--- src/hcbd_pkg.sv ---
`timescale 1ns / 1ps
`default_nettype none

package hcbd_pkg;

  // body framing modes
  localparam logic [1:0] MODE_RAW     = 2'd0;
  localparam logic [1:0] MODE_FIXED   = 2'd1;
  localparam logic [1:0] MODE_CHUNKED = 2'd2;

  // configuration register indexes
  localparam logic REG_BODY_MODE      = 1'b0;
  localparam logic REG_CONTENT_LENGTH = 1'b1;

  localparam int unsigned MODE_W = 2;
  localparam int unsigned LEN_W  = 48;
  localparam int unsigned BYTE_W = 8;

  localparam logic [BYTE_W-1:0] CHAR_CR = 8'h0D;
  localparam logic [BYTE_W-1:0] CHAR_LF = 8'h0A;
  localparam logic [BYTE_W-1:0] CHAR_0  = 8'h30;
  localparam logic [BYTE_W-1:0] CHAR_9  = 8'h39;
  localparam logic [BYTE_W-1:0] CHAR_UA = 8'h41;
  localparam logic [BYTE_W-1:0] CHAR_UF = 8'h46;
  localparam logic [BYTE_W-1:0] CHAR_LA = 8'h61;
  localparam logic [BYTE_W-1:0] CHAR_LF_HEX = 8'h66;
  localparam logic [3:0]        HEX_TEN = 4'd10;

  typedef enum logic [2:0] {
    ERR_NONE       = 3'd0,
    ERR_CHUNK_HDR  = 3'd1,
    ERR_FOOTER     = 3'd2,
    ERR_TRAILER    = 3'd3,
    ERR_OVERFLOW   = 3'd4,
    ERR_AFTER_END  = 3'd5
  } err_e;

  typedef enum logic [13:0] {
    PH_SZ_FIRST = 14'h0001,
    PH_SZ_MORE  = 14'h0002,
    PH_EXT      = 14'h0004,
    PH_HDR_LF   = 14'h0008,
    PH_DATA     = 14'h0010,
    PH_FT_CR    = 14'h0020,
    PH_FT_LF    = 14'h0040,
    PH_TR_START = 14'h0080,
    PH_TR_LINE  = 14'h0100,
    PH_TR_LF    = 14'h0200,
    PH_END_LF   = 14'h0400,
    PH_DONE     = 14'h0800,
    PH_RUN      = 14'h1000,
    PH_ERR      = 14'h2000
  } phase_e;

  typedef struct packed {
    phase_e phase;
    err_e   err;
  } ctl_t;

  typedef struct packed {
    logic       ok;
    logic [3:0] val;
  } hex_t;

  // ascii hex digit decode, either letter case
  function automatic hex_t hex_decode(input logic [BYTE_W-1:0] b);
    hex_t h;
    h.ok  = 1'b0;
    h.val = 4'd0;
    if (b >= CHAR_0 && b <= CHAR_9) begin
      h.ok  = 1'b1;
      h.val = 4'(b - CHAR_0);
    end else if (b >= CHAR_UA && b <= CHAR_UF) begin
      h.ok  = 1'b1;
      h.val = 4'(b - CHAR_UA) + HEX_TEN;
    end else if (b >= CHAR_LA && b <= CHAR_LF_HEX) begin
      h.ok  = 1'b1;
      h.val = 4'(b - CHAR_LA) + HEX_TEN;
    end
    return h;
  endfunction

endpackage

`default_nettype wire

--- src/hcbd_step.sv ---
`timescale 1ns / 1ps
`default_nettype none

module hcbd_step #(
  parameter int unsigned COUNT_BITS = 48
) (
  input  hcbd_pkg::ctl_t                  ctl_i,
  input  logic [COUNT_BITS-1:0]           rem_i,
  input  logic [hcbd_pkg::MODE_W-1:0]     mode_i,
  input  logic [hcbd_pkg::BYTE_W-1:0]     byte_i,
  output hcbd_pkg::ctl_t                  ctl_o,
  output logic [COUNT_BITS-1:0]           rem_o,
  output logic                            pay_o
);
  import hcbd_pkg::*;

  localparam logic [COUNT_BITS-1:0] One = COUNT_BITS'(1);

  hex_t                  hex;
  logic [COUNT_BITS-1:0] rem_dec;
  logic                  is_cr;
  logic                  is_lf;

  assign hex     = hex_decode(byte_i);
  assign rem_dec = rem_i - One;
  assign is_cr   = (byte_i == CHAR_CR);
  assign is_lf   = (byte_i == CHAR_LF);

  always_comb begin
    ctl_o = ctl_i;
    rem_o = rem_i;
    pay_o = 1'b0;
    if (ctl_i.err == ERR_NONE) begin
      unique case (ctl_i.phase)
        PH_RUN: begin
          pay_o = 1'b1;
          if (mode_i == MODE_FIXED) begin
            rem_o = rem_dec;
            if (rem_dec == '0) ctl_o.phase = PH_DONE;
          end
        end
        PH_DONE: begin
          ctl_o.err = ERR_AFTER_END;
        end
        PH_SZ_FIRST, PH_SZ_MORE: begin
          if (hex.ok) begin
            if (rem_i[COUNT_BITS-1 -: 4] != 4'd0) begin
              ctl_o.err   = ERR_OVERFLOW;
              ctl_o.phase = PH_ERR;
            end else begin
              rem_o       = {rem_i[COUNT_BITS-5:0], hex.val};
              ctl_o.phase = PH_SZ_MORE;
            end
          end else if (ctl_i.phase == PH_SZ_FIRST) begin
            ctl_o.err   = ERR_CHUNK_HDR;
            ctl_o.phase = PH_ERR;
          end else begin
            ctl_o.phase = is_cr ? PH_HDR_LF : PH_EXT;
          end
        end
        PH_EXT: begin
          if (is_cr) ctl_o.phase = PH_HDR_LF;
        end
        PH_HDR_LF: begin
          if (!is_lf) begin
            ctl_o.err   = ERR_CHUNK_HDR;
            ctl_o.phase = PH_ERR;
          end else begin
            ctl_o.phase = (rem_i == '0) ? PH_TR_START : PH_DATA;
          end
        end
        PH_DATA: begin
          pay_o = 1'b1;
          rem_o = rem_dec;
          if (rem_dec == '0) ctl_o.phase = PH_FT_CR;
        end
        PH_FT_CR: begin
          if (!is_cr) begin
            ctl_o.err   = ERR_FOOTER;
            ctl_o.phase = PH_ERR;
          end else begin
            ctl_o.phase = PH_FT_LF;
          end
        end
        PH_FT_LF: begin
          if (!is_lf) begin
            ctl_o.err   = ERR_FOOTER;
            ctl_o.phase = PH_ERR;
          end else begin
            ctl_o.phase = PH_SZ_FIRST;
          end
        end
        PH_TR_START: begin
          ctl_o.phase = is_cr ? PH_END_LF : PH_TR_LINE;
        end
        PH_TR_LINE: begin
          if (is_cr) ctl_o.phase = PH_TR_LF;
        end
        PH_TR_LF: begin
          if (!is_lf) begin
            ctl_o.err   = ERR_TRAILER;
            ctl_o.phase = PH_ERR;
          end else begin
            ctl_o.phase = PH_TR_START;
          end
        end
        PH_END_LF: begin
          if (!is_lf) begin
            ctl_o.err   = ERR_TRAILER;
            ctl_o.phase = PH_ERR;
          end else begin
            ctl_o.phase = PH_DONE;
          end
        end
        default: begin
        end
      endcase
    end
  end

endmodule

`default_nettype wire

--- src/http_chunked_body_deframer.sv ---
`timescale 1ns / 1ps
`default_nettype none

// http reply body deframer. one byte enters per transaction and one result leaves per
// transaction: the byte echoed, a payload flag, an end-of-body flag and the sticky error
// code. a byte is taken every clock while the output side keeps up; each byte goes through the
// combinational parser (decode plus one 48 bit count step) and then sits in the output
// register, which frees itself in the cycle it is taken, so in_stall_o rises only when a
// finished result is held back by out_stall_i. body_mode selects raw (0, also 3),
// fixed length (1) or chunked (2). any register write restarts the parser in the new mode;
// write only while no transaction is in flight. COUNT_BITS sets the width of the chunk
// size and length counter; a content_length that does not fit saturates.

module http_chunked_body_deframer #(
  parameter int unsigned COUNT_BITS = 48
) (
  input  logic                          clk_i,
  input  logic                          rst_ni,
  // byte input channel
  input  logic                          in_valid_i,
  output logic                          in_stall_o,
  input  logic [hcbd_pkg::BYTE_W-1:0]   in_byte_i,
  // result output channel
  output logic                          out_valid_o,
  input  logic                          out_stall_i,
  output logic [hcbd_pkg::BYTE_W-1:0]   out_byte_o,
  output logic                          payload_valid_o,
  output logic                          body_done_o,
  output logic [2:0]                    error_code_o,
  // configuration write port
  input  logic                          cfg_we_i,
  input  logic                          cfg_addr_i,
  input  logic [hcbd_pkg::LEN_W-1:0]    cfg_wdata_i
);
  import hcbd_pkg::*;

  // configuration registers
  logic [MODE_W-1:0]     mode_q;
  logic [LEN_W-1:0]      len_q;
  logic [MODE_W-1:0]     mode_wr;
  logic [LEN_W-1:0]      len_wr;
  logic [COUNT_BITS-1:0] len_sat;

  // parser state
  ctl_t                  ctl_q, ctl_d, ctl_rst;
  logic [COUNT_BITS-1:0] rem_q, rem_d, rem_rst;
  logic                  pay;

  // output register
  logic                  out_valid_q;
  logic [BYTE_W-1:0]     out_byte_q;
  logic                  pay_q;
  logic                  done_q;
  err_e                  err_q;

  logic                  in_acc;

  // output register frees in the same cycle it is taken
  assign in_stall_o = out_valid_q && out_stall_i;
  assign in_acc     = in_valid_i && !in_stall_o;

  // register values as they stand after a write this cycle
  assign mode_wr = (cfg_addr_i == REG_BODY_MODE)      ? cfg_wdata_i[MODE_W-1:0] : mode_q;
  assign len_wr  = (cfg_addr_i == REG_CONTENT_LENGTH) ? cfg_wdata_i : len_q;

  // fit content_length into the counter, saturating when it is too wide
  generate
    if (COUNT_BITS > LEN_W) begin : g_len_ext
      assign len_sat = {{(COUNT_BITS-LEN_W){1'b0}}, len_wr};
    end else if (COUNT_BITS == LEN_W) begin : g_len_eq
      assign len_sat = len_wr;
    end else begin : g_len_sat
      assign len_sat = (len_wr[LEN_W-1:COUNT_BITS] != '0) ? '1 : len_wr[COUNT_BITS-1:0];
    end
  endgenerate

  // restart state for the mode being written
  always_comb begin
    ctl_rst.err = ERR_NONE;
    rem_rst     = '0;
    if (mode_wr == MODE_CHUNKED) begin
      ctl_rst.phase = PH_SZ_FIRST;
    end else if (mode_wr == MODE_FIXED) begin
      rem_rst       = len_sat;
      ctl_rst.phase = (len_sat == '0) ? PH_DONE : PH_RUN;
    end else begin
      ctl_rst.phase = PH_RUN;
    end
  end

  hcbd_step #(
    .COUNT_BITS (COUNT_BITS)
  ) u_step (
    .ctl_i  (ctl_q),
    .rem_i  (rem_q),
    .mode_i (mode_q),
    .byte_i (in_byte_i),
    .ctl_o  (ctl_d),
    .rem_o  (rem_d),
    .pay_o  (pay)
  );

  // config and parser state; a write restarts the parser
  always_ff @(posedge clk_i or negedge rst_ni) begin
    if (!rst_ni) begin
      mode_q      <= MODE_CHUNKED;
      len_q       <= '0;
      ctl_q.phase <= PH_SZ_FIRST;
      ctl_q.err   <= ERR_NONE;
      rem_q       <= '0;
    end else if (cfg_we_i) begin
      mode_q <= mode_wr;
      len_q  <= len_wr;
      ctl_q  <= ctl_rst;
      rem_q  <= rem_rst;
    end else if (in_acc) begin
      ctl_q <= ctl_d;
      rem_q <= rem_d;
    end
  end

  always_ff @(posedge clk_i or negedge rst_ni) begin
    if (!rst_ni) begin
      out_valid_q <= 1'b0;
    end else if (in_acc) begin
      out_valid_q <= 1'b1;
    end else if (!out_stall_i) begin
      out_valid_q <= 1'b0;
    end
  end

  // result payload, no reset needed
  always_ff @(posedge clk_i) begin
    if (in_acc) begin
      out_byte_q <= in_byte_i;
      pay_q      <= pay;
      done_q     <= (ctl_d.phase == PH_DONE);
      err_q      <= ctl_d.err;
    end
  end

  assign out_valid_o     = out_valid_q;
  assign out_byte_o      = out_byte_q;
  assign payload_valid_o = pay_q;
  assign body_done_o     = done_q;
  assign error_code_o    = err_q;

endmodule

`default_nettype wire

--- config.mk ---
export PLATFORM = sky130hd
export DESIGN_NAME = http_chunked_body_deframer
export DESIGN_NICKNAME = d
export VERILOG_FILES = /design/src/hcbd_pkg.sv /design/src/hcbd_step.sv /design/src/http_chunked_body_deframer.sv
export SDC_FILE = /design/constraint.sdc
export NUM_CORES = 1
export LEC_CHECK = 0
export ABC_CLOCK_PERIOD_IN_PS = 4480
export BUFFER_PORTS_ARGS = -buffer_cell sky130_fd_sc_hd__buf_2
export CORE_ASPECT_RATIO = 1.2
export CORE_MARGIN = 3
export CORE_UTILIZATION = 35
export CTS_BUF_LIST = sky130_fd_sc_hd__clkbuf_8
export CTS_CLUSTER_SIZE = 10
export DETAILED_ROUTE_END_ITERATION = 8
export PLACE_DENSITY = 0.59
export SETUP_SLACK_MARGIN = 0.02
export SYNTH_ARGS = -nofsm -noshare
export SYNTH_HDL_FRONTEND = slang
export SYNTH_SLANG_ARGS = --single-unit
--- constraint.sdc ---
create_clock -name clk_i -period 4.48 [get_ports clk_i]
set_input_delay 0.896 -clock clk_i [delete_from_list [all_inputs] [get_ports clk_i]]
set_output_delay 0.896 -clock clk_i [all_outputs]
set_load 0.01 [all_outputs]
==> results.sh, run 1 <==
export IMPL_outcome="completed"
export IMPL_cell_with_the_largest_stage_delay_on_the_worst_path="o41ai_4"
export IMPL_postSynth_asyncResetShare_pct=89.9
export IMPL_worstReg2RegStart="rem_q[0]"
export IMPL_clockBufferDepth=2
export IMPL_cp_max_fo=9
export IMPL_globalRoute_totalOverflow=0
export IMPL_dp_cells=1416
export IMPL_htree_levels=4
export IMPL_die_height_um=183
export IMPL_place_hpwl_mm=22.0
export IMPL_worst_setup_path_endpoint="ctl_q[7]"
export IMPL_cts_hold_buffers=0
export IMPL_synth_seq_cells=129
export IMPL_synth_cell_type_count=70
export IMPL_cts_made_buffers=17
export IMPL_critical_path_startpoint="rem_q[0]"
export IMPL_vias=8831
export IMPL_num_fill_cells=2682
export IMPL_remaining_drc_errors=0
export IMPL_globalplace_congestion=0.965
export IMPL_worstPathArrival_ns=4.10
export IMPL_tightest_slew_ns=1.11
export IMPL_layout_cells_non_filler=1447
export IMPL_via_count_of_the_first_global_routing_pass=8326
export IMPL_post_drt_wl_per_cell_um=20.9
export IMPL_antenna_left=0
export IMPL_detailedRoute_firstIterationViolations=820
export IMPL_finish_utilization_pct=40.0
export IMPL_p_total_mw=3.97
export IMPL_pre_cts_slack_ns=0.757
export IMPL_grt_antenna_before_repair=0
export IMPL_worstSetupPathType="flip-flop to flip-flop"
export IMPL_core_region_area_um2=25600
export IMPL_critPathMaxStageDelay_ns=0.67
export IMPL_synth_edff_count=13
export IMPL_synth_sequential_area_ratio_pct=35.9
export IMPL_post_route_setup_tns_ns=0
export IMPL_slew_headroom_pct=25.5
export IMPL_cts_tree="done"
export IMPL_postSynthCellCount=1074
export IMPL_cp_cell_sequence="inv_1 -> ha_1 -> or3b_2 -> nor3_1 -> and3_1 -> xnor2_1 -> or3b_1 -> o41ai_4 -> a221oi_1"
export IMPL_drt_pass1_iterations=6
export IMPL_final_setup_viol_count=0
export IMPL_drive_gt1_share_pct=19.4
export IMPL_route_final_wire_length_mm=30.3
export IMPL_diodes=0
export IMPL_die_width_um=154
export IMPL_layout_area_overhead_vs_synth_pct=11.6
export IMPL_worst_hold_path_type="input port to asynchronous set/reset pin"
export IMPL_grtUsageTotal_pct=21.1
export IMPL_dieArea_um2=28200
export IMPL_unrepaired_setup_endpoints_after_global_routing="no"
export IMPL_floorplan_initialDensity_pct=35.8
export IMPL_cts_clk_slew_worst_paths_ns=0.09
export IMPL_drv_max_cap_violation_count=0
export IMPL_synth_nets=1142
export IMPL_grt_start_max_net_pins=83
export IMPL_vias_per_cell=6.10
export IMPL_syn_cell_area_um2=9180
export IMPL_final_setup_worst_slack_ns=0.698
export IMPL_ir_worst_vdd_uv=201
export IMPL_period_minus_ws_final_ns=3.78
export IMPL_critPathRequiredTime_ns=4.80
export IMPL_leakage_nw=4.06
export IMPL_postCtsSetupBuffers=0
export IMPL_port_buffers=76
export IMPL_endpoint_kind="flip-flop"
export IMPL_worst_setup_path_start_kind="flip-flop"
export IMPL_synth_avg_cell_area_um2=8.55
export IMPL_grt_first_pass_wirelength_mm=47.5
export IMPL_floorplan_rows=64
export IMPL_cts_sinks=129
export IMPL_r2r_slack_ns=0.70
export IMPL_postSynth_topFlopCell="dfrtp_1"
export IMPL_min_period_over_period_pct=84.4
export IMPL_fin_worst_skew_ns=0.0209
export IMPL_synth_warnings=0
export IMPL_fmaxAchievable_ghz=0.264
export IMPL_insertion_delay_ns=0.48
export IMPL_report_final_slew_viol_count=0
export IMPL_r2r_end="ctl_q[7]"
export IMPL_worst_r2r_path_depth=9
export IMPL_final_hold_viol_count=0
export IMPL_finish_net_count=1173
export IMPL_powerDensity_nw_per_um2=388
export IMPL_clockRootBuffer="clkbuf_8"
export IMPL_cts_resized_gates=0
export IMPL_pin_count=77
[stage by stage]
stage               hold WS [ns]  cell area, um^2
global route               0.531            10200
detailed placement         0.494             9830
global placement           0.491             9830
floorplan                  0.479             9180
finish                     0.497            10200
CTS                        0.513            10200
[final cells by class]
cell class	instances	area [um^2]	share of cell area, %
Tap cell	330	413	4.03
Sequential cell	129	3300	32.2
Clock buffer	20	275	2.69
Multi-Input combinational cell	836	5470	53.4
Clock inverter	11	138	1.34
Timing Repair Buffer	104	593	5.79
Inverter	17	63.8	0.623
[synth_stat cells, drive strengths merged (4+ instances only)]
| cell type | instances | share of area [%] |
|---|---|---|
| dfrtp | 114 | 31 |
| nor2 | 107 | 4.4 |
| a21oi | 79 | 4.3 |
| clkbuf | 78 | 3.2 |
| nand2 | 72 | 2.9 |
| nor4 | 69 | 5.7 |
| mux2 | 57 | 7.0 |
| o22ai | 47 | 3.2 |
| nor3 | 46 | 2.5 |
| mux2i | 45 | 4.9 |
| o21ai | 44 | 2.4 |
| nand4 | 32 | 2.2 |
| nand3 | 22 | 1.2 |
| inv | 17 | 0.70 |
| o21a | 16 | 1.3 |
| a211oi | 15 | 1.2 |
| xnor2 | 15 | 1.4 |
| buf | 14 | 0.78 |
| edfxtp | 13 | 4.3 |
| and3 | 11 | 0.75 |
| a31oi | 10 | 0.68 |
| o31ai | 9 | 0.74 |
| or2 | 9 | 0.61 |
| or3 | 9 | 0.61 |
| or4 | 9 | 0.74 |
| and4 | 8 | 0.76 |
| nand2b | 7 | 0.48 |
| a22oi | 6 | 0.49 |
| ha | 6 | 0.82 |
| nor2b | 6 | 0.41 |
| nor3b | 6 | 0.49 |
| a41oi | 5 | 0.48 |
| nand3b | 5 | 0.41 |
| nand4b | 5 | 0.48 |
| o211ai | 5 | 0.41 |
| a21boi | 4 | 0.33 |
| a21o | 4 | 0.33 |
| and2 | 4 | 0.27 |
| and4b | 4 | 0.44 |
| nor4b | 4 | 0.38 |
| o32ai | 4 | 0.38 |
[layout by cell type, fill, tap and decap left out, types with 5 or more instances in the layout]
master,n
buf_2,75
o211ai_1,5
and4_1,8
a22oi_1,6
xnor2_1,15
nor3_1,46
dfrtp_1,114
a31oi_1,10
mux2_2,57
nor2b_1,6
o31ai_1,9
mux2i_1,45
nand4_1,31
a21oi_1,78
buf_4,29
or4_1,9
nand2_1,71
nor4_4,5
a41oi_1,5
clkbuf_8,20
or3_1,9
or2_2,9
o22ai_1,47
nand4b_1,5
o21ai_0,44
nor3b_1,6
nand3b_1,5
ha_1,6
nand2b_1,7
nor4_1,60
o21a_1,16
and3_1,11
a211oi_1,15
edfxtp_1,13
nor2_1,107
inv_1,19
nand3_1,22
[routing by layer]
metal | GRT usage (%) | part of all wire, % | up-vias
li1 | - | - | 4149
met1 | 27.9 | 44 | 4231
met2 | 34.0 | 47 | 376
met3 | 3.65 | 5.7 | 75
met4 | 9.22 | 3.6 | 0
met5 | 0 | 0 | -
[cell families after synthesis]
| kind of cell | share of synthesized area [%] |
|---|---|
| multiplexers | 11.9 |
| AND/OR/NAND/NOR | 26.2 |
| adder cells (fa/ha/maj) | 0.818 |
| buffers and inverters | 4.69 |
| XOR/XNOR | 1.53 |
| flip-flops | 35.9 |
| AO/OA/AOI/OAI | 19.0 |
[sequential cells by signal, summed over array words and instances (netlist names)]
register / flops
out_byte_o: 8
mode_q: 2
error_code_o: 3
payload_valid_o: 1
body_done_o: 1
out_valid_o: 1
len_q: 48
ctl_q: 17
rem_q: 48
[critical path: cells and delay by family (launching register included)]
kind / cells / cell delay, ns
DFF: 1 / 0.47
xor gates and xnor gates: 1 / 0.18
AOI/OAI and AO/OA: 2 / 0.84
and+or+nand+nor: 4 / 1.81
adders and majority gates: 1 / 0.24
buffers and inverters: 1 / 0.09
[worst min path at each step]
stage / end / startpoint
6_report: rem_q[32] / rst_ni
5_1_grt: rem_q[35] / rst_ni
4_1_cts: rem_q[33] / rst_ni
3_5_place_dp: len_q[33] / len_q[33]
3_3_place_gp: len_q[33] / len_q[33]
2_1_floorplan: len_q[33] / len_q[33]
[power by group]
part	internal, mW	total, mW	switching [mW]
logic	0.521	1.38	0.864
clock network	0.586	1.09	0.499
registers	1.31	1.51	0.191
No activity file was read; power rests on OpenSTA's default activity.
==> inputs of run 2 (changes only) <==
--- a/config.mk
+++ b/config.mk
@@ -5,7 +5,7 @@
 export SDC_FILE = /design/constraint.sdc
 export NUM_CORES = 1
 export LEC_CHECK = 0
-export ABC_CLOCK_PERIOD_IN_PS = 4480
+export ABC_CLOCK_PERIOD_IN_PS = 3700
 export BUFFER_PORTS_ARGS = -buffer_cell sky130_fd_sc_hd__buf_2
 export CORE_ASPECT_RATIO = 1.2
 export CORE_MARGIN = 3
==> constraint.sdc (replaced) <==
create_clock -name clk_i -period 3.7 [get_ports clk_i]
set_input_delay 0.74 -clock clk_i [delete_from_list [all_inputs] [get_ports clk_i]]
set_output_delay 0.74 -clock clk_i [all_outputs]
set_load 0.01 [all_outputs]
==> results.sh, run 2 (synthesis gave the netlist of run 1 again) <==
export IMPL_outcome="completed"
export IMPL_worst_setup_path_start_kind="flip-flop"
export IMPL_postCtsSetupBuffers=0
export IMPL_layout_area_overhead_vs_synth_pct=14.0
export IMPL_grt_first_pass_wirelength_mm=47.6
export IMPL_worstPathArrival_ns=3.65
export IMPL_power_share_sequential_pct=38.1
export IMPL_critPathRequiredTime_ns=3.99
export IMPL_globalRoute_totalOverflow=0
export IMPL_clockBufferDepth=2
export IMPL_dp_cells=1443
export IMPL_drive_gt1_share_pct=21.6
export IMPL_crit_path_frequent_cell="nor4_1"
export IMPL_cp_num_buf_inv=0
export IMPL_fmaxAchievable_ghz=0.298
export IMPL_endpoint_kind="flip-flop"
export IMPL_cts_clk_slew_worst_paths_ns=0.09
export IMPL_post_drt_wl_per_cell_um=20.2
export IMPL_detailedRoute_firstIterationViolations=718
export IMPL_cts_hold_buffers=0
export IMPL_fin_worst_skew_ns=0.0157
export IMPL_final_setup_viol_count=0
export IMPL_route_final_wire_length_mm=29.8
export IMPL_finish_net_count=1200
export IMPL_min_period_over_period_pct=90.8
export IMPL_diodes=0
export IMPL_vias=8835
export IMPL_cell_with_the_largest_stage_delay_on_the_worst_path="or4_1"
export IMPL_layout_cells_non_filler=1475
export IMPL_floorplan_rows=64
export IMPL_drt_pass1_iterations=5
export IMPL_drv_max_cap_violation_count=0
export IMPL_port_buffers=76
export IMPL_finish_utilization_pct=40.9
export IMPL_critPathMaxStageDelay_ns=0.71
export IMPL_die_height_um=183
export IMPL_final_design_area_no_fill_um2=10500
export IMPL_multi_input_comb_area_um2=5470
export IMPL_leakage_nw=4.20
export IMPL_grt_antenna_before_repair=0
export IMPL_place_hpwl_mm=22.2
export IMPL_globalplace_congestion=0.954
export IMPL_layout_cells_most_common="dfrtp_1"
export IMPL_placedInstanceArea_um2=10100
export IMPL_power_share_combinational_pct=36.2
export IMPL_grt_start_max_net_pins=69
export IMPL_power_switching_mw=1.90
export IMPL_clockRootBuffer="clkbuf_8"
export IMPL_num_fill_cells=2644
export IMPL_r2r_slack_ns=0.34
export IMPL_antenna_left=0
export IMPL_tightest_slew_ns=0.787
export IMPL_insertion_delay_ns=0.47
export IMPL_cp_cell_sequence="or4_1 -> nor4_1 -> xnor2_1 -> o211ai_1 -> a2111o_1 -> nor4_2 -> nor3_1 -> nor4_1"
export IMPL_ir_worst_vdd_uv=256
export IMPL_remaining_drc_errors=0
export IMPL_cp_max_fo=9
export IMPL_final_seq_area_um2=3300
export IMPL_powerDensity_nw_per_um2=456
export IMPL_final_hold_viol_count=0
export IMPL_period_minus_ws_final_ns=3.36
export IMPL_post_route_setup_tns_ns=0
export IMPL_cts_resized_gates=0
export IMPL_grtUsageTotal_pct=21.0
export IMPL_floorplan_initialDensity_pct=35.8
export IMPL_int_power_mw=2.88
export IMPL_worstSetupPathType="flip-flop to flip-flop"
export IMPL_worst_r2r_path_depth=8
export IMPL_most_frequent_cells_in_the_layout="114 x dfrtp_1, 107 x nor2_1, 78 x a21oi_1"
export IMPL_report_final_slew_viol_count=0
export IMPL_unrepaired_setup_endpoints_after_global_routing="no"
export IMPL_slew_headroom_pct=47.5
export IMPL_power_share_clock_pct=25.7
export IMPL_layout_top_registers="len_q: 48 flops, rem_q: 48 flops, ctl_q: 17 flops"
export IMPL_die_width_um=154
export IMPL_cts_made_buffers=17
export IMPL_critical_path_top_delay_family="simple AND/OR/NAND/NOR gates"
export IMPL_via_count_of_the_first_global_routing_pass=8389
export IMPL_r2r_end="body_done_o"
export IMPL_vias_per_cell=5.99
export IMPL_cts_tree="done"
export IMPL_htree_levels=4
export IMPL_worstReg2RegStart="rem_q[4]"
export IMPL_pin_count=77
export IMPL_worst_hold_path_type="input port to asynchronous set/reset pin"
export IMPL_cts_sinks=129
export IMPL_core_region_area_um2=25600
export IMPL_p_sw_share_pct=39.7
export IMPL_dieArea_um2=28200
-- run 2: layer usage --
metal  part of all wire (%)  track usage [%]  up-vias
li1                       -                -     4210
met1                     43             27.8     4192
met2                     49             35.3      375
met3                    6.1             3.27       58
met4                    2.3             6.86        0
met5                      0                0        -
-- run 2: area by class of cell --
cell class              count  share of cell area [%]
clock inverters            11                   0.956
well taps                 330                    3.94
inverters                  17                   0.610
clock buffers              21                    2.76
flip-flops and latches    129                    31.5
repair buffers            131                    7.96
multi-input cells         836                    52.3
-- run 2: worst register-to-register path, stage by stage (launching register included) --
cell	delay, ns
dfrtp_1	0.50
or4_1	0.71
nor4_1	0.39
xnor2_1	0.24
o211ai_1	0.15
a2111o_1	0.48
nor4_2	0.33
nor3_1	0.08
nor4_1	0.29
-- run 2: worst max path at each step --
stage | start | slack [ns] | depth (start not counted) | to
global route | rem_q[0] | 0.14 | 11 | ctl_q[5]
global placement | in_byte_i[3] | 0.29 | 10 | rem_q[47]
floorplan | in_byte_i[1] | 0.56 | 11 | rem_q[47]
finish | rem_q[4] | 0.34 | 8 | body_done_o
CTS | rem_q[1] | 0.20 | 10 | body_done_o
detailed placement | rem_q[0] | 0.23 | 10 | body_done_o
-- run 2: power by group through the flow --
stage / Clock [mW] / Combinational [mW] / Sequential (mW)
final: 1.23 / 1.73 / 1.82
after global routing: 1.32 / 1.89 / 1.84
after CTS: 1.27 / 1.71 / 1.81
after detailed placement: 0 / 1.70 / 1.84
after global placement: 0 / 1.69 / 1.83
after floorplan: 0 / 1.23 / 1.72
-- run 2: stage by stage --
| step | total power, mW | hold slack, ns | setup slack (ns) |
|---|---|---|---|
| after floorplan | 2.94 | 0.444 | 0.564 |
| after global placement | 3.53 | 0.487 | 0.287 |
| after detailed placement | 3.54 | 0.501 | 0.231 |
| after CTS | 4.78 | 0.360 | 0.197 |
| after global routing | 5.05 | 0.383 | 0.136 |
| final | 4.77 | 0.352 | 0.340 |
